**src/hw/rtl/utf8cf_pkg.sv**
```systemverilog
// utf8cf_pkg: shared types and constants of the utf8 control character filter
// used by utf8cf_decode, utf8cf_out_fifo and utf8_control_char_filter_top
package utf8cf_pkg;

    localparam logic [7:0] CHAR_TAB       = 8'h09;
    localparam logic [7:0] CHAR_LF        = 8'h0A;
    localparam logic [7:0] CHAR_SPACE     = 8'h20;
    localparam logic [7:0] CHAR_DEL       = 8'h7F;
    localparam logic [7:0] CHAR_HIGH      = 8'h80;

    localparam logic [7:0] MASK_LEAD2     = 8'hE0;
    localparam logic [7:0] CODE_LEAD2     = 8'hC0;
    localparam logic [7:0] MASK_LEAD3     = 8'hF0;
    localparam logic [7:0] CODE_LEAD3     = 8'hE0;
    localparam logic [7:0] MASK_LEAD4     = 8'hF8;
    localparam logic [7:0] CODE_LEAD4     = 8'hF0;
    localparam logic [1:0] CODE_CONT_TOP  = 2'b10;

    localparam logic [2:0] SEQ_LEN_NONE   = 3'd0;
    localparam logic [2:0] SEQ_LEN_2      = 3'd2;
    localparam logic [2:0] SEQ_LEN_3      = 3'd3;
    localparam logic [2:0] SEQ_LEN_4      = 3'd4;

    localparam int MAX_BURST   = 4;
    localparam int FIFO_DEPTH  = 8;
    localparam int FIFO_AW     = $clog2(FIFO_DEPTH);
    localparam int FIFO_CW     = $clog2(FIFO_DEPTH + 1);

    typedef struct packed {
        logic [7:0] data;
        logic       term;
        logic       last;
    } result_t;

    typedef struct packed {
        logic [2:0]      num;
        logic            term;
        logic [3:0][7:0] data;
    } burst_t;

endpackage

```
**src/hw/rtl/utf8cf_decode.sv**
```systemverilog
// utf8cf_decode: sequence state and byte classification, one request per cycle
// produces a burst of up to four results; depends on utf8cf_pkg
module utf8cf_decode
    import utf8cf_pkg::*;
(
    input  logic       clk,
    input  logic       rst_n,
    input  logic       accept,
    input  logic [7:0] data_byte,
    input  logic       string_end,
    output burst_t     burst
);

    logic [2:0][7:0] seq_buf_reg;
    logic [2:0][7:0] seq_buf_next;
    logic [1:0]      pend_cnt_reg;
    logic [1:0]      pend_cnt_next;
    logic [2:0]      seq_len_reg;
    logic [2:0]      seq_len_next;

    logic            pend_ok;
    logic            is_cont;
    logic [2:0]      pend_plus;

    always_comb
    begin
        pend_ok = (pend_cnt_reg != 2'd0) && (seq_len_reg >= SEQ_LEN_2)
                  && (seq_len_reg <= SEQ_LEN_4) && ({1'b0, pend_cnt_reg} < seq_len_reg);
        is_cont   = (data_byte[7:6] == CODE_CONT_TOP);
        pend_plus = {1'b0, pend_cnt_reg} + 3'd1;

        seq_buf_next  = seq_buf_reg;
        pend_cnt_next = pend_cnt_reg;
        seq_len_next  = seq_len_reg;
        burst.num     = 3'd0;
        burst.term    = 1'b0;
        burst.data[0] = data_byte;
        burst.data[1] = data_byte;
        burst.data[2] = data_byte;
        burst.data[3] = data_byte;

        if (accept)
        begin
            if (string_end)
            begin
                pend_cnt_next = 2'd0;
                seq_len_next  = SEQ_LEN_NONE;
                burst.num     = 3'd1;
                burst.term    = 1'b1;
                burst.data[0] = 8'h00;
            end
            else if (pend_ok && is_cont)
            begin
                if (pend_plus < seq_len_reg)
                begin
                    seq_buf_next[pend_cnt_reg] = data_byte;
                    pend_cnt_next              = pend_plus[1:0];
                end
                else
                begin
                    burst.num     = seq_len_reg;
                    burst.data[0] = seq_buf_reg[0];
                    burst.data[1] = (seq_len_reg == SEQ_LEN_2) ? data_byte : seq_buf_reg[1];
                    burst.data[2] = (seq_len_reg == SEQ_LEN_3) ? data_byte : seq_buf_reg[2];
                    burst.data[3] = data_byte;
                    pend_cnt_next = 2'd0;
                    seq_len_next  = SEQ_LEN_NONE;
                end
            end
            else
            begin
                pend_cnt_next = 2'd0;
                seq_len_next  = SEQ_LEN_NONE;
                if ((data_byte == CHAR_LF) || (data_byte == CHAR_TAB))
                begin
                    burst.num = 3'd1;
                end
                else if ((data_byte < CHAR_SPACE) || (data_byte == CHAR_DEL))
                begin
                    burst.num = 3'd0;
                end
                else if (data_byte < CHAR_HIGH)
                begin
                    burst.num = 3'd1;
                end
                else if ((data_byte & MASK_LEAD2) == CODE_LEAD2)
                begin
                    seq_len_next    = SEQ_LEN_2;
                    pend_cnt_next   = 2'd1;
                    seq_buf_next[0] = data_byte;
                end
                else if ((data_byte & MASK_LEAD3) == CODE_LEAD3)
                begin
                    seq_len_next    = SEQ_LEN_3;
                    pend_cnt_next   = 2'd1;
                    seq_buf_next[0] = data_byte;
                end
                else if ((data_byte & MASK_LEAD4) == CODE_LEAD4)
                begin
                    seq_len_next    = SEQ_LEN_4;
                    pend_cnt_next   = 2'd1;
                    seq_buf_next[0] = data_byte;
                end
            end
        end
    end

    always_ff @(posedge clk or negedge rst_n)
    begin
        if (!rst_n)
        begin
            seq_buf_reg  <= '0;
            pend_cnt_reg <= 2'd0;
            seq_len_reg  <= SEQ_LEN_NONE;
        end
        else
        begin
            seq_buf_reg  <= seq_buf_next;
            pend_cnt_reg <= pend_cnt_next;
            seq_len_reg  <= seq_len_next;
        end
    end

`ifndef NO_ASSERTIONS
    a_pend_consistent: assert property (@(posedge clk) disable iff (!rst_n)
        (pend_cnt_reg != 2'd0) |-> ((seq_len_reg >= SEQ_LEN_2) && (seq_len_reg <= SEQ_LEN_4)
                                    && ({1'b0, pend_cnt_reg} < seq_len_reg)))
        else $error("pending count out of step with sequence length");
    a_term_single: assert property (@(posedge clk) disable iff (!rst_n)
        burst.term |-> ((burst.num == 3'd1) && (burst.data[0] == 8'h00)))
        else $error("terminator burst malformed");
    a_idle_after_burst: assert property (@(posedge clk) disable iff (!rst_n)
        (burst.num != 3'd0) |=> ((pend_cnt_reg == 2'd0) && (seq_len_reg == SEQ_LEN_NONE)))
        else $error("state not idle after emitting results");
    a_no_burst_idle: assert property (@(posedge clk) disable iff (!rst_n)
        !accept |-> (burst.num == 3'd0))
        else $error("results produced without a request");
`endif

endmodule

```
**src/hw/rtl/utf8cf_out_fifo.sv**
```systemverilog
// utf8cf_out_fifo: result queue that takes a burst of up to four results per cycle
// and drains one per cycle while out_stall is low; depends on utf8cf_pkg
module utf8cf_out_fifo
    import utf8cf_pkg::*;
(
    input  logic    clk,
    input  logic    rst_n,
    input  burst_t  burst,
    output logic    room,
    output logic    out_valid,
    input  logic    out_stall,
    output result_t head
);

    result_t              mem_reg [FIFO_DEPTH];
    logic [FIFO_AW-1:0]   wr_ptr_reg;
    logic [FIFO_AW-1:0]   wr_ptr_next;
    logic [FIFO_AW-1:0]   rd_ptr_reg;
    logic [FIFO_AW-1:0]   rd_ptr_next;
    logic [FIFO_CW-1:0]   count_reg;
    logic [FIFO_CW-1:0]   count_next;
    logic                 pop;

    assign out_valid = (count_reg != '0);
    assign head      = mem_reg[rd_ptr_reg];
    assign room      = (count_reg <= FIFO_CW'(FIFO_DEPTH - MAX_BURST));
    assign pop       = out_valid && !out_stall;

    always_comb
    begin
        wr_ptr_next = wr_ptr_reg + FIFO_AW'(burst.num);
        rd_ptr_next = rd_ptr_reg + FIFO_AW'(pop);
        count_next  = count_reg + FIFO_CW'(burst.num) - FIFO_CW'(pop);
    end

    always_ff @(posedge clk)
    begin
        for (int k = 0; k < MAX_BURST; k++)
        begin
            if (3'(k) < burst.num)
            begin
                mem_reg[wr_ptr_reg + FIFO_AW'(k)] <= '{data: burst.data[k],
                                                       term: burst.term,
                                                       last: (3'(k) + 3'd1 == burst.num)};
            end
        end
    end

    always_ff @(posedge clk or negedge rst_n)
    begin
        if (!rst_n)
        begin
            wr_ptr_reg <= '0;
            rd_ptr_reg <= '0;
            count_reg  <= '0;
        end
        else
        begin
            wr_ptr_reg <= wr_ptr_next;
            rd_ptr_reg <= rd_ptr_next;
            count_reg  <= count_next;
        end
    end

`ifndef NO_ASSERTIONS
    a_no_overflow: assert property (@(posedge clk) disable iff (!rst_n)
        (burst.num != 3'd0) |-> (count_reg <= FIFO_CW'(FIFO_DEPTH - MAX_BURST)))
        else $error("burst written without room");
    a_count_bound: assert property (@(posedge clk) disable iff (!rst_n)
        count_reg <= FIFO_CW'(FIFO_DEPTH))
        else $error("queue count beyond depth");
    a_pop_only: assert property (@(posedge clk) disable iff (!rst_n)
        (pop && (burst.num == 3'd0)) |=> (count_reg == $past(count_reg) - FIFO_CW'(1)))
        else $error("queue count wrong after pop");
`endif

endmodule

```
**src/hw/rtl/utf8_control_char_filter_top.sv**
```systemverilog
// utf8_control_char_filter_top: text byte filter that drops control bytes and
// malformed utf8 lead sequences; depends on utf8cf_pkg, utf8cf_decode, utf8cf_out_fifo
//
// One input byte is taken per cycle and decided in the same cycle: printable
// ascii, newline and tab pass, other control bytes are dropped, and a utf8 lead
// byte with its continuation bytes is held until the sequence completes, at which
// point all of its bytes are released together. An end marker flushes any partial
// sequence and yields a single terminator result. Results leave through an
// eight-entry queue, one per cycle; in_stall rises while the queue holds more than
// four results, since a completed four-byte sequence writes four entries at once.
// With the output side never stalled the block sustains one input byte per cycle.
module utf8_control_char_filter_top
    import utf8cf_pkg::*;
(
    input  logic       clk,
    input  logic       rst_n,
    input  logic       in_valid,
    output logic       in_stall,
    input  logic [7:0] data_byte,
    input  logic       string_end,
    output logic       out_valid,
    input  logic       out_stall,
    output logic [7:0] out_byte,
    output logic       is_terminator,
    output logic       last
);

    burst_t  burst;
    result_t head;
    logic    room;
    logic    accept;

    assign in_stall = !room;
    assign accept   = in_valid && room;

    utf8cf_decode u_decode (
        .clk        (clk),
        .rst_n      (rst_n),
        .accept     (accept),
        .data_byte  (data_byte),
        .string_end (string_end),
        .burst      (burst)
    );

    utf8cf_out_fifo u_out_fifo (
        .clk       (clk),
        .rst_n     (rst_n),
        .burst     (burst),
        .room      (room),
        .out_valid (out_valid),
        .out_stall (out_stall),
        .head      (head)
    );

    assign out_byte      = head.data;
    assign is_terminator = head.term;
    assign last          = head.last;

endmodule
```
**config.mk**
```make
export PLATFORM = sky130hd
export DESIGN_NAME = utf8_control_char_filter_top
export DESIGN_NICKNAME = d
export VERILOG_FILES = /design/src/hw/rtl/utf8cf_pkg.sv /design/src/hw/rtl/utf8cf_decode.sv /design/src/hw/rtl/utf8cf_out_fifo.sv /design/src/hw/rtl/utf8_control_char_filter_top.sv
export SDC_FILE = /design/constraint.sdc
export NUM_CORES = 1
export LEC_CHECK = 0
export BUFFER_PORTS_ARGS = -buffer_cell sky130_fd_sc_hd__buf_2
export CORE_MARGIN = 8
export CORE_UTILIZATION = 35
export CTS_BUF_LIST = sky130_fd_sc_hd__clkbuf_8
export DETAILED_ROUTE_END_ITERATION = 10
export HOLD_SLACK_MARGIN = 0.06
export PLACE_DENSITY_LB_ADDON = 0.3
export RECOVER_POWER = 50
export SLEW_MARGIN = 20
export SYNTH_ARGS = -nofsm -noshare
export SYNTH_HDL_FRONTEND = slang
export SYNTH_SLANG_ARGS = --single-unit
```
**constraint.sdc**
```tcl
create_clock -name clk -period 3.7 [get_ports clk]
set_input_delay 0.185 -clock clk [delete_from_list [all_inputs] [get_ports clk]]
set_output_delay 0.185 -clock clk [all_outputs]
set_load 0.1 [all_outputs]
```
=== Word level (Yosys, flattened, before mapping) ===
Memory sizes are Yosys's and may differ from the RTL's.
Index checks and enable logic that the tools add are counted.

* Flip-flop bits (word level): 39
* Memory bits (writable): 80
* Input port bits: 13
* Output and inout port bits: 12
* Word-level logic and storage cells: 117
* Memories: 1

* $add $sub $neg: 8
* Order comparisons: 13
* Equal/unequal tests: 18
* Mux-type cells: 51
* Bitwise operators: 1
* Reduce and logical (&&, ||, !) cells: 17

{| class="wikitable"
|+ Memories
! name !! words !! width !! read ports !! clocked after memory_dff !! wr ports !! line !! source
|-
| u_out_fifo.mem_reg || 8 || 10 || 1 || 0 || 4 || utf8cf_out_fifo.sv:15 || <nowiki>result_t mem_reg [FIFO_DEPTH];</nowiki>
|}

{| class="wikitable"
|+ Operator list
! cell !! number
|-
| 2-to-1 mux 8 bit || 12
|-
| 2-to-1 mux 24 bit || 2
|-
| 2-to-1 mux 3 bit || 14
|-
| 2-to-1 mux 36 bit || 1
|-
| bitwise mux 24 bit || 1
|-
| demux 8 bit (select 2 bit) || 1
|-
| equality test 8 x 4 -> 1 bit (second input constant) || 2
|-
| 2-to-1 mux 16 bit || 1
|-
| 2-to-1 mux 2 bit || 8
|-
| 2-to-1 mux 1 bit || 11
|-
| equality test 8 x 7 -> 1 bit (second input constant) || 1
|-
| < comparator 8 x 6 -> 1 bit (second input constant) || 1
|-
| < comparator 8 bit (second input constant) || 1
|-
| nonzero test 4 bit || 2
|-
| logical AND 1 bit || 7
|-
| AND reduction 7 bit || 1
|-
| adder 3 x 2 -> 3 bit (second input constant) || 2
|-
| equality test 2 x 3 -> 1 bit (first input constant) || 2
|-
| equality test 3 x 2 -> 1 bit (second input constant) || 2
|-
| < comparator 1 x 3 -> 1 bit (first input constant) || 2
|-
| < comparator 2 x 3 -> 1 bit (first input constant) || 2
|-
| inequality test 2 x 1 -> 1 bit (second input constant) || 3
|-
| equality test 5 bit (second input constant) || 1
|-
| adder 4 x 3 -> 4 bit || 1
|-
| 25 further kinds || 27
|}

=== Logic depth before layout (Yosys ltp) ===
Gate-level depths: netlist of run 1.

* Depth in word-level cells: 11
* Depth in mapped cells: 14
* Gate-level depth less buffers: 14

=== Hierarchy ===
Synthesis of run 1 repeated with hierarchy kept, for this count alone.

* Cells, all modules: 715
* Area total of the unflattened synthesis: 7948.9 um^2

{| class="wikitable"
|+ By module, submodules not included
! module !! times used !! cells an instance !! area each (um^2) !! sequential area each (um^2)
|-
| utf8cf_out_fifo || 1 || 536 || 6042.0 || 2652.5
|-
| utf8cf_decode || 1 || 177 || 1896.8 || 725.7
|-
| utf8_control_char_filter_top || 1 || 2 || 10.0 || 0.0
|}

=== Least setup slack after synthesis of run 1 ===
Ideal clock, no wire load.

* Path kind: reg2reg
* From: reg u_decode.seq_len_reg[1]
* To: reg u_out_fifo.count_reg[3]
* Library setup time: 0.124 ns
* Arrival: 3.306 ns
* Data required time: 3.576 ns
* Slack: 0.270 ns
* Stages on the path, launching flop included: 14
* Path buffers: 1
* Clock period less this slack: 3.430 ns
* Path through: dfrtp_1 > buf_2 > inv_1 > ha_1 > a211oi_2 > o21ai_1 > nor3_1 > nand2_1 > ha_1 > inv_1 > ha_1 > a21o_1 > a21oi_1 > xnor2_1

* Word-level cells in the longest chain between the ends: 10
* Elaborated cells between the ends (all ways): 14
* Those cells by class: 2 x add/sub; 4 x order compare; 4 x mux; 4 x reduce/logical

{| class="wikitable"
|+ RTL lines
! what !! line !! source
|-
| from (decl) || utf8cf_decode.sv:18 || <nowiki>logic [2:0] seq_len_reg;</nowiki>
|-
| from (signal assigned) || utf8cf_decode.sv:120 || <nowiki>seq_len_reg <= seq_len_next;</nowiki>
|-
| >= comparator 3 x 2 -> 1 bit || utf8cf_decode.sv:27 || <nowiki>pend_ok = (pend_cnt_reg != 2'd0) && (seq_len_reg >= SEQ_LEN_2)</nowiki>
|-
| logical AND 1 bit || utf8cf_decode.sv:27 ||
|-
| logical AND 1 bit (2 in series) || utf8cf_decode.sv:28 || <nowiki>&& (seq_len_reg <= SEQ_LEN_4) && ({1'b0, pend_cnt_reg} < seq_len_reg);</nowiki>
|-
| logical AND 1 bit || utf8cf_decode.sv:52 || <nowiki>else if (pend_ok && is_cont)</nowiki>
|-
| 2-to-1 mux 3 bit (*) || utf8cf_decode.sv:52 ||
|-
| 2-to-1 mux 3 bit (*) || utf8cf_decode.sv:44 || <nowiki>if (string_end)</nowiki>
|-
| 2-to-1 mux 36 bit (*) || utf8cf_decode.sv:42 || <nowiki>if (accept)</nowiki>
|-
| adder 4 x 3 -> 4 bit (*) || utf8cf_out_fifo.sv:33 || <nowiki>count_next = count_reg + FIFO_CW'(burst.num) - FIFO_CW'(pop);</nowiki>
|-
| subtractor 4 x 1 -> 4 bit (*) || utf8cf_out_fifo.sv:33 ||
|-
| via u_out_fifo.count_next[3] || utf8cf_out_fifo.sv:21 || <nowiki>logic [FIFO_CW-1:0] count_next;</nowiki>
|-
| to (signal assigned) || utf8cf_out_fifo.sv:61 || <nowiki>count_reg <= count_next;</nowiki>
|-
| to (decl) || utf8cf_out_fifo.sv:20 || <nowiki>logic [FIFO_CW-1:0] count_reg;</nowiki>
|}

The timed path passes the listed nets; every way through them passes the cells marked *.
A chain may end at the register's enable or synchronous reset.

==> results.toml, run 1 <==
[global_route]
track_usage = 0.211
antenna_found_initial = 0
grt_util_met3 = 0.0404
grt_pass1_wl_um = 45300
grtUsageMet2 = 0.330
first_global_vias = 7215
grt_max_degree = 40
met1_usage = 0.280
top_usage_layer = "met2"
gr-total-overflow = 0

[yosys]
synth_area_leader_cell = "edfxtp_1"
synth_edf_count = 80
synth_nets = 853
yosysWarningCount = 0
synth_seq_area_share = 0.422
ys_ff_latch = 119
synth_area_per_cell_um2 = 9.77
synth_top_area_frac = 0.300
synth.area.top_cells = "edfxtp_1 30%, dfrtp_1 12%, mux4_2 5.6%"
synth_fa_ha_area_frac = 0.0331
synth-main-ff-cell = "edfxtp_1"
synth-compound-area-share = 0.218
synth_cells = 820
synth_top_family_by_area = "compound AO/OA/AOI/OAI gates"
muxShareOfSynthArea = 0.101
synth.distinct_cells = 66
synthSimpleGateAreaFrac = 0.178
async_flop_share = 0.328
synthesis.area_um2 = 8010
synth_xor_xnor_area_share = 0.0120

[clock_network]
path_clk_slew_ns = 0.08
cts.sinks = 119
clock_latency_ns = 0.46
postCtsSetupBuffers = 0
cts_buffers = 17
cts_tree = "yes"
clockBufferDepth = 2
htreeDepth = 4
cts_root_buf = "clkbuf_8"

[layout]
largest_reg_flops = 80
final_common_cell = "nor2_1"
drive_above_1_share = 0.200
diodes = 0
nFillCells = 2227
fin_nets = 927
most-common-layout-cells = "83 x nor2_1, 80 x nand2_1, 80 x edfxtp_1"
area_delta_synth_final_pct = 15.8

[drt]
finalWirelength_um = 29600
drcViolationCount = 0
dr.first_iter.drc_count = 899
viasPerCell = 6.29
wl_per_cell_um = 24.8
ant_nets = 0
first_pass_iters = 8
vias = 7492

[die]
die_area_um2 = 28000
core_um2 = 22600
die_w_um = 167
top_level_ports = 25
rows = 55
die_h_um = 167
initial_utilization = 0.355

[timing]
max_slew_margin = -0.510
rsz0062_at_grt = "no"
final-setup-viol-count = 0
maxSlewViolCount = 40
max_freq_mhz = 284
min_period_over_period = 0.951
whs_ns = 0.165
tns_ns = 0
min_period_ns = 3.52
worstMarginPinSlew_ns = 2.26
finalClockSkew_ns = 0.0147
finalHoldViolations = 0

[place]
port_buffers = 24
place_congestion = 1.02
dp_hpwl_um = 22400

[worst_setup_path]
crit_path_end_kind = "flip-flop"
path_max_fanout = 8
required_ns = 3.95
critPathArrivalTime_ns = 3.77
worstSetupStartpointType = "flip-flop"
worstSetupPathType = "reg -> reg"

[power_and_ir_drop]
p_clk_frac = 0.220
comb_power_share = 0.466
p_per_area_nw_per_um2 = 624
seqPwrFrac = 0.314
p_leak_nw = 3.51
max-vdd-ir-drop_mv = 0.279
p_int_w = 0.00312
switchingPower_w = 0.00267
switching_share = 0.461

[worst_hold_path]
hold_class = "in -> reg"

[run_status]
status = "finished, violations left"
violations = "max-capacitance violations, max-slew violations"

[flow_run]
drv_cap = 1
==> layer usage <==
| metal | share of wire | wire length, um | vias up |
|---|---|---|---|
| li1 | - | - | 3357 |
| met1 | 0.43 | 12600 | 3579 |
| met2 | 0.44 | 13100 | 466 |
| met3 | 0.087 | 2560 | 90 |
| met4 | 0.043 | 1260 | 0 |
| met5 | 0 | 0 | - |
==> Yosys cell counts (3+ instances only) <==
library cell / number
inv_1: 22
dfrtp_1: 39
o2111ai_1: 8
or3_1: 3
a21boi_0: 6
nand2_1: 80
a21o_1: 5
nand3_1: 16
mux2_2: 25
a211oi_1: 35
o21ai_0: 34
and3_1: 4
edfxtp_1: 80
o221ai_1: 3
nor2_1: 83
xnor2_1: 6
nand4_1: 22
and2_1: 10
o21a_1: 3
nor3_1: 24
o31ai_1: 17
nand2b_1: 13
o41ai_1: 7
mux4_2: 20
a211o_1: 8
nor3b_1: 4
ha_1: 18
xor2_1: 5
o22ai_1: 27
a221o_1: 21
nor4_1: 13
a21oi_1: 56
buf_2: 4
nor2b_1: 5
clkbuf_1: 47
mux2_4: 5
or4_1: 5
==> cells by family (layout without fill, tap and decap cells) <==
logic type	after synthesis	count (layout)
AOI/OAI and AO/OA	249	249
xor gates and xnor gates	11	11
and+or+nand+nor	295	295
DFF	119	119
muxes	50	50
adders and majority gates	20	20
buffers and inverters	76	163
==> worst paths after layout <==
| check | start | to | slack [ns] | cells past startpoint |
|---|---|---|---|---|
| max | u_decode.pend_cnt_reg[0]$_DFFE_PN0P_ | u_out_fifo.mem_reg[2][0]$_DFFE_PP_ | 0.18 | 10 |
| min | data_byte[7] | u_decode.seq_len_reg[0]$_DFFE_PN0P_ | 0.17 | 3 |
| max reg2reg | u_decode.pend_cnt_reg[0]$_DFFE_PN0P_ | u_out_fifo.mem_reg[2][0]$_DFFE_PP_ | 0.18 | 10 |
| min reg2reg | u_decode.seq_buf_reg[7]$_DFFE_PN0P_ | u_decode.seq_buf_reg[7]$_DFFE_PN0P_ | 0.47 | 1 |
| max in group asynchronous | rst_n | u_out_fifo.rd_ptr_reg[2]$_DFF_PN0_ | 1.46 | 2 |
| min in group asynchronous | rst_n | u_decode.seq_buf_reg[0]$_DFFE_PN0P_ | 0.94 | 2 |
==> repair_timing <==
| item | in CTS | in global routing |
|---|---|---|
| hold buffers | 1 | 0 |
| endpoints found under the hold margin | 39 | 0 |
| setup endpoints to repair | 0 | 9 |
| resized for setup | 0 | 1 |
==> through the flow <==
step / util / worst slack [ns] / total power, W / area [um^2] / cells
global route: 0.411 / 0.0171 / 0.00608 / 9280 / 1192
floorplan: - / 0.270 / 0.00387 / 8010 / 820
CTS: 0.414 / 0.323 / 0.00585 / 9340 / 1192
finish: 0.411 / 0.180 / 0.00579 / 9280 / 1192
detailed placement: 0.395 / 0.352 / 0.00457 / 8920 / 1159
global placement: 0.395 / 0.388 / 0.00456 / 8920 / 1159
==> power groups by stage <==
stage / logic (W) / clock network [W] / registers, W
floorplan: 0.00216 / 0 / 0.00171
finish: 0.00270 / 0.00127 / 0.00182
global route: 0.00290 / 0.00134 / 0.00185
global placement: 0.00272 / 0 / 0.00185
CTS: 0.00274 / 0.00129 / 0.00182
detailed placement: 0.00272 / 0 / 0.00185
==> layout make-up <==
type	count	area [um^2]	area share
Multi-Input combinational cell	625	4350	0.469
Sequential cell	119	3380	0.364
Timing Repair Buffer	108	697	0.0751
Tap cell	285	357	0.0384
Clock buffer	17	234	0.0252
Clock inverter	15	178	0.0192
Inverter	23	86.3	0.00931
==> worst max-delay path, stage by stage, from the launching register on <==
cell       delay (ns)
dfrtp_1          0.44
inv_1            0.09
ha_1             0.25
or4b_1           0.50
clkbuf_1         0.25
nor3_1           0.28
o2111ai_1        0.34
nor3_1           0.49
clkbuf_2         0.32
a21oi_1          0.09
o21ai_0          0.26
No activity file was read; power rests on OpenSTA's default activity.
==> run 2: changes to the inputs <==
--- a/config.mk
+++ b/config.mk
@@ -6,6 +6,8 @@
 export NUM_CORES = 1
 export LEC_CHECK = 0
 export BUFFER_PORTS_ARGS = -buffer_cell sky130_fd_sc_hd__buf_2
+export CELL_PAD_IN_SITES_DETAIL_PLACEMENT = 2
+export CELL_PAD_IN_SITES_GLOBAL_PLACEMENT = 2
 export CORE_MARGIN = 8
 export CORE_UTILIZATION = 35
 export CTS_BUF_LIST = sky130_fd_sc_hd__clkbuf_8
==> results.toml, run 2 (same netlist as run 1, synthesis figures left out) <==
[run_status]
status = "finished, violations left"
violations = "max-capacitance violations, max-slew violations"

[timing]
tns_ns = 0
min_period_ns = 3.57
worstMarginPinSlew_ns = 2.73
finalHoldViolations = 0
max_slew_margin = -0.822
max_freq_mhz = 280
finalClockSkew_ns = 0.0175
final-setup-viol-count = 0
rsz0062_at_grt = "no"
min_period_over_period = 0.964
maxSlewViolCount = 40
whs_ns = 0.178

[power_and_ir_drop]
switchingPower_w = 0.00289
comb_power_share = 0.470
max-vdd-ir-drop_mv = 0.400
p_leak_nw = 3.53
p_clk_frac = 0.232
switching_share = 0.473
p_per_area_nw_per_um2 = 654
p_int_w = 0.00322
seqPwrFrac = 0.299

[global_route]
grtUsageMet2 = 0.455
top_usage_layer = "met2"
gr-total-overflow = 0
antenna_found_initial = 1
grt_util_met3 = 0.0430
met1_usage = 0.341
first_global_vias = 8487
grt_pass1_wl_um = 57100
track_usage = 0.273
grt_max_degree = 40

[clock_network]
cts_root_buf = "clkbuf_8"
cts.sinks = 119
cts_buffers = 17
postCtsSetupBuffers = 0
cts_tree = "yes"
path_clk_slew_ns = 0.09
clockBufferDepth = 2
htreeDepth = 4
clock_latency_ns = 0.47

[place]
placed_cell_area_um2 = 8920
port_buffers = 24
dp_hpwl_um = 28400
place_congestion = 0.928

[worst_setup_path]
critPathMaxStageDelay_ns = 0.53
regToRegSetupSlack_ns = 0.13
worstSetupPathType = "reg -> reg"
cp_cell_sequence = "inv_1, ha_1, or4b_1, or4_4, a211oi_4, buf_4, nor2_2, a21oi_2, a211oi_1, a221o_1"
required_ns = 3.91
path_max_fanout = 8
critPathArrivalTime_ns = 3.77
crit_path_end_kind = "flip-flop"
worstSetupStartpointType = "flip-flop"
r2r-start = "u_decode.pend_cnt_reg[0]$_DFFE_PN0P_"
crit_path_start = "u_decode.pend_cnt_reg[0]$_DFFE_PN0P_"
crit_family = "compound AO/OA/AOI/OAI gates"
slowest_stage = "or4_4"
critPathBufInv = 2

[die]
core_um2 = 22600
die_area_um2 = 28000
die_w_um = 167
rows = 55
initial_utilization = 0.355
top_level_ports = 25
die_h_um = 167

[worst_hold_path]
holdCritStartpoint = "out_stall"
hold_class = "in -> reg"

[flow_run]
drv_cap = 1

[drt]
finalWirelength_um = 38100
ant_nets = 0
drcViolationCount = 0
first_pass_iters = 5
vias = 7869
dr.first_iter.drc_count = 680
viasPerCell = 6.61
wl_per_cell_um = 32.0

[layout]
fin_nets = 926
design_area_um2 = 9340
diodes = 0
utilization = 0.414
largest_reg_flops = 80
drive_above_1_share = 0.204
final_common_cell = "nor2_1"
area_delta_synth_final_pct = 16.6
most-common-layout-cells = "83 x nor2_1, 80 x nand2_1, 80 x edfxtp_1"
-- run 2: cell types whose count changed in the layout (fill, tap and decap cells not counted), sizes merged --
cell,before,now
buf,82,85
bufinv,3,4
clkbuf,42,38
clkinvlp,3,1
inv,25,26
-- run 2: cell type report --
cell class                      instances  area [um^2]
Clock inverter                         15          218
Timing Repair Buffer                  107          716
Sequential cell                       119         3380
Tap cell                              285          357
Clock buffer                           17          234
Multi-Input combinational cell        625         4350
Inverter                               23         86.3
Fill cell                            2456        13200
-- run 2: worst min-delay path, cell delays in order --
cell and delay (ns):
buf_2 0.08, nor2b_1 0.07, ha_1 0.28
-- run 2: routing by layer --
| metal | part of all wire | up-vias | wire length (um) |
|---|---|---|---|
| met4 | 0.045 | 2 | 1710 |
| li1 | - | 3348 | - |
| met3 | 0.054 | 86 | 2080 |
| met5 | 0.00034 | - | 13 |
| met2 | 0.48 | 352 | 18400 |
| met1 | 0.42 | 4081 | 16000 |
-- run 2: through the flow --
stage | power (W) | setup WS [ns] | cells
global route | 0.00636 | 0.00510 | 1191
CTS | 0.00615 | 0.0227 | 1191
floorplan | 0.00387 | 0.270 | 820
detailed placement | 0.00474 | 0.0645 | 1158
finish | 0.00611 | 0.135 | 1191
global placement | 0.00462 | 0.225 | 1158
-- run 2: power by group through the flow --
stage	logic, W	registers (W)	clock network, W
after CTS	0.00289	0.00183	0.00144
after detailed placement	0.00288	0.00186	0
final	0.00287	0.00183	0.00141
after floorplan	0.00216	0.00171	0
after global placement	0.00278	0.00183	0
after global routing	0.00303	0.00185	0.00148
-- run 2: final timing paths --
| kind | endpoint | depth (start not counted) |
|---|---|---|
| worst max-delay path | u_out_fifo.mem_reg[0][7]$_DFFE_PP_ | 10 |
| worst min-delay path | u_out_fifo.rd_ptr_reg[0]$_DFF_PN0_ | 3 |
| worst max register to register | u_out_fifo.mem_reg[0][7]$_DFFE_PP_ | 10 |
| worst min register to register | u_decode.seq_buf_reg[23]$_DFFE_PN0P_ | 1 |
| max in group asynchronous | u_decode.seq_buf_reg[6]$_DFFE_PN0P_ | 2 |
| min in group asynchronous | u_out_fifo.rd_ptr_reg[1]$_DFF_PN0_ | 2 |
-- run 2: what timing repair did --
item | CTS | global route
endpoints found under the setup margin | 0 | 31
endpoints found under the hold margin | 39 | 0
hold buffers | 1 | 0
gates resized for setup | 0 | 5
==> run 3: changes to the inputs <==
--- a/config.mk
+++ b/config.mk
@@ -5,13 +5,13 @@
 export SDC_FILE = /design/constraint.sdc
 export NUM_CORES = 1
 export LEC_CHECK = 0
-export BUFFER_PORTS_ARGS = -buffer_cell sky130_fd_sc_hd__buf_2
 export CELL_PAD_IN_SITES_DETAIL_PLACEMENT = 2
 export CELL_PAD_IN_SITES_GLOBAL_PLACEMENT = 2
 export CORE_MARGIN = 8
 export CORE_UTILIZATION = 35
 export CTS_BUF_LIST = sky130_fd_sc_hd__clkbuf_8
 export DETAILED_ROUTE_END_ITERATION = 10
+export DONT_BUFFER_PORTS = 1
 export HOLD_SLACK_MARGIN = 0.06
 export PLACE_DENSITY_LB_ADDON = 0.3
 export RECOVER_POWER = 50
==> constraint.sdc (replaced) <==
create_clock -name clk -period 3.8 [get_ports clk]
set_input_delay 0.19 -clock clk [delete_from_list [all_inputs] [get_ports clk]]
set_output_delay 0.19 -clock clk [all_outputs]
set_load 0.1 [all_outputs]
==> results.toml, run 3 (same netlist as run 1, synthesis figures left out) <==
[die]
die_h_um = 167
rows = 55
die_area_um2 = 28000
die_w_um = 167
initial_utilization = 0.355
core_um2 = 22600
top_level_ports = 25

[worst_setup_path]
path_max_fanout = 8
crit_path_end_kind = "flip-flop"
worstSetupStartpointType = "flip-flop"
slowest_stage = "or4_4"
crit_family = "simple AND/OR/NAND/NOR gates"
critPathArrivalTime_ns = 3.85
required_ns = 4.01
critPathMaxStageDelay_ns = 0.52
worstSetupPathType = "reg -> reg"
cp_cell_sequence = "inv_1, ha_1, or4b_1, or4_4, a211oi_4, buf_4, mux2_4, a211oi_1, nor2_1"
critPathBufInv = 2

[timing]
rsz0062_at_grt = "no"
max_freq_mhz = 274
maxSlewViolCount = 40
tns_ns = 0
finalClockSkew_ns = 0.0148
worstMarginPinSlew_ns = 2.65
final-setup-viol-count = 0
max_slew_margin = -0.769
min_period_over_period = 0.960
min_period_ns = 3.65
finalHoldViolations = 0

[global_route]
grt_pass1_wl_um = 57200
first_global_vias = 8622
gr-total-overflow = 0
antenna_found_initial = 0
grt_max_degree = 40
track_usage = 0.274

[drt]
ant_nets = 0
finalWirelength_um = 38200
wl_per_cell_um = 32.6
drcViolationCount = 0
first_pass_iters = 5
dr.first_iter.drc_count = 802
viasPerCell = 6.69
vias = 7836

[layout]
nFillCells = 2451
most-common-layout-cells = "83 x nor2_1, 80 x edfxtp_1, 79 x nand2_1"
multi_input_area_um2 = 4370
fin_nets = 907
final_common_cell = "nor2_1"
seqCellArea_um2 = 3380
diodes = 0
largest_reg_flops = 80
utilization = 0.413
drive_above_1_share = 0.182
area_delta_synth_final_pct = 16.3

[clock_network]
cts_tree = "yes"
clock_latency_ns = 0.48
path_clk_slew_ns = 0.09
cts.sinks = 119
clockBufferDepth = 2
cts_root_buf = "clkbuf_8"
postCtsSetupBuffers = 0
cts_buffers = 17
htreeDepth = 4

[power_and_ir_drop]
max-vdd-ir-drop_mv = 0.312
power_w = 0.00586
p_leak_nw = 3.52
p_per_area_nw_per_um2 = 629

[run_status]
violations = "max-capacitance violations, max-slew violations"
status = "finished, violations left"

[place]
port_buffers = 0
place_congestion = 0.931
dp_hpwl_um = 27600

[flow_run]
drv_cap = 1

[worst_hold_path]
hold_class = "in -> reg"
==> run 3: changes by cell type in the layout (fill, tap and decap cells not counted), moves of 4 or more <==
| cell | previous run | this run |
|---|---|---|
| clkbuf_1 | 18 | 4 |
| mux2_2 | 25 | 15 |
| buf_4 | 73 | 69 |
| dlygate4sd3_1 | 1 | 12 |
| buf_2 | 11 | 0 |
| mux2_1 | 0 | 10 |
==> run 3: cell type report <==
type / count / share of cell area
multi-input combinational: 625 / 0.469
sequential: 119 / 0.363
timing repair buffer: 88 / 0.0733
tap: 285 / 0.0383
clock buffer: 18 / 0.0266
clock inverter: 14 / 0.0210
inverter: 23 / 0.00927
==> run 3: per-layer routing <==
layer | vias to the layer above | routed length, um | track usage
met5 | - | 0 | 0
met4 | 0 | 1730 | 0.133
met3 | 97 | 2300 | 0.0482
met2 | 361 | 18300 | 0.452
met1 | 4063 | 15900 | 0.344
li1 | 3315 | - | -
==> run 3: final timing paths <==
check	from	end	slack, ns	cells after the start
max	u_decode.pend_cnt_reg[0]$_DFFE_PN0P_	u_out_fifo.mem_reg[1][6]$_DFFE_PP_	0.15	9
min	data_byte[2]	u_decode.seq_buf_reg[2]$_DFFE_PN0P_	0.08	2
max reg2reg	u_decode.pend_cnt_reg[0]$_DFFE_PN0P_	u_out_fifo.mem_reg[1][6]$_DFFE_PP_	0.15	9
min reg2reg	u_decode.seq_buf_reg[7]$_DFFE_PN0P_	u_decode.seq_buf_reg[7]$_DFFE_PN0P_	0.48	1
max in group asynchronous	rst_n	u_decode.seq_buf_reg[19]$_DFFE_PN0P_	1.17	2
min in group asynchronous	rst_n	u_out_fifo.rd_ptr_reg[1]$_DFF_PN0_	1.10	2
==> run 3: where the power goes <==
part / internal (W) / switching [W] / total [W]
registers: 0.00157 / 0.000212 / 0.00179
logic: 0.000785 / 0.00192 / 0.00271
clock network: 0.000738 / 0.000630 / 0.00137
total: 0.00310 / 0.00276 / 0.00586
==> run 3: what timing repair did <==
action                                 CTS  global route
resized for setup                        0             7
endpoints found under the hold margin  104             0
setup endpoints to repair                0            26
hold buffers                            13             0
==> run 3: worst register-to-register path: stages, from the launching register on <==
cell	delay [ns]
dfrtp_1	0.47
inv_1	0.10
ha_1	0.26
or4b_1	0.51
or4_4	0.52
a211oi_4	0.41
buf_4	0.23
mux2_4	0.37
a211oi_1	0.33
nor2_1	0.17
==> run 3: per-stage QoR <==
step	std cells	worst slack (ns)	hold WS, ns	cell area, um^2
CTS	1172	0.0571	0.0735	9340
global route	1172	0.0289	0.101	9310
floorplan	820	0.370	-0.106	8010
detailed placement	1127	0.175	-0.101	8750
global placement	1127	0.325	-0.101	8750
finish	1172	0.154	0.0757	9310
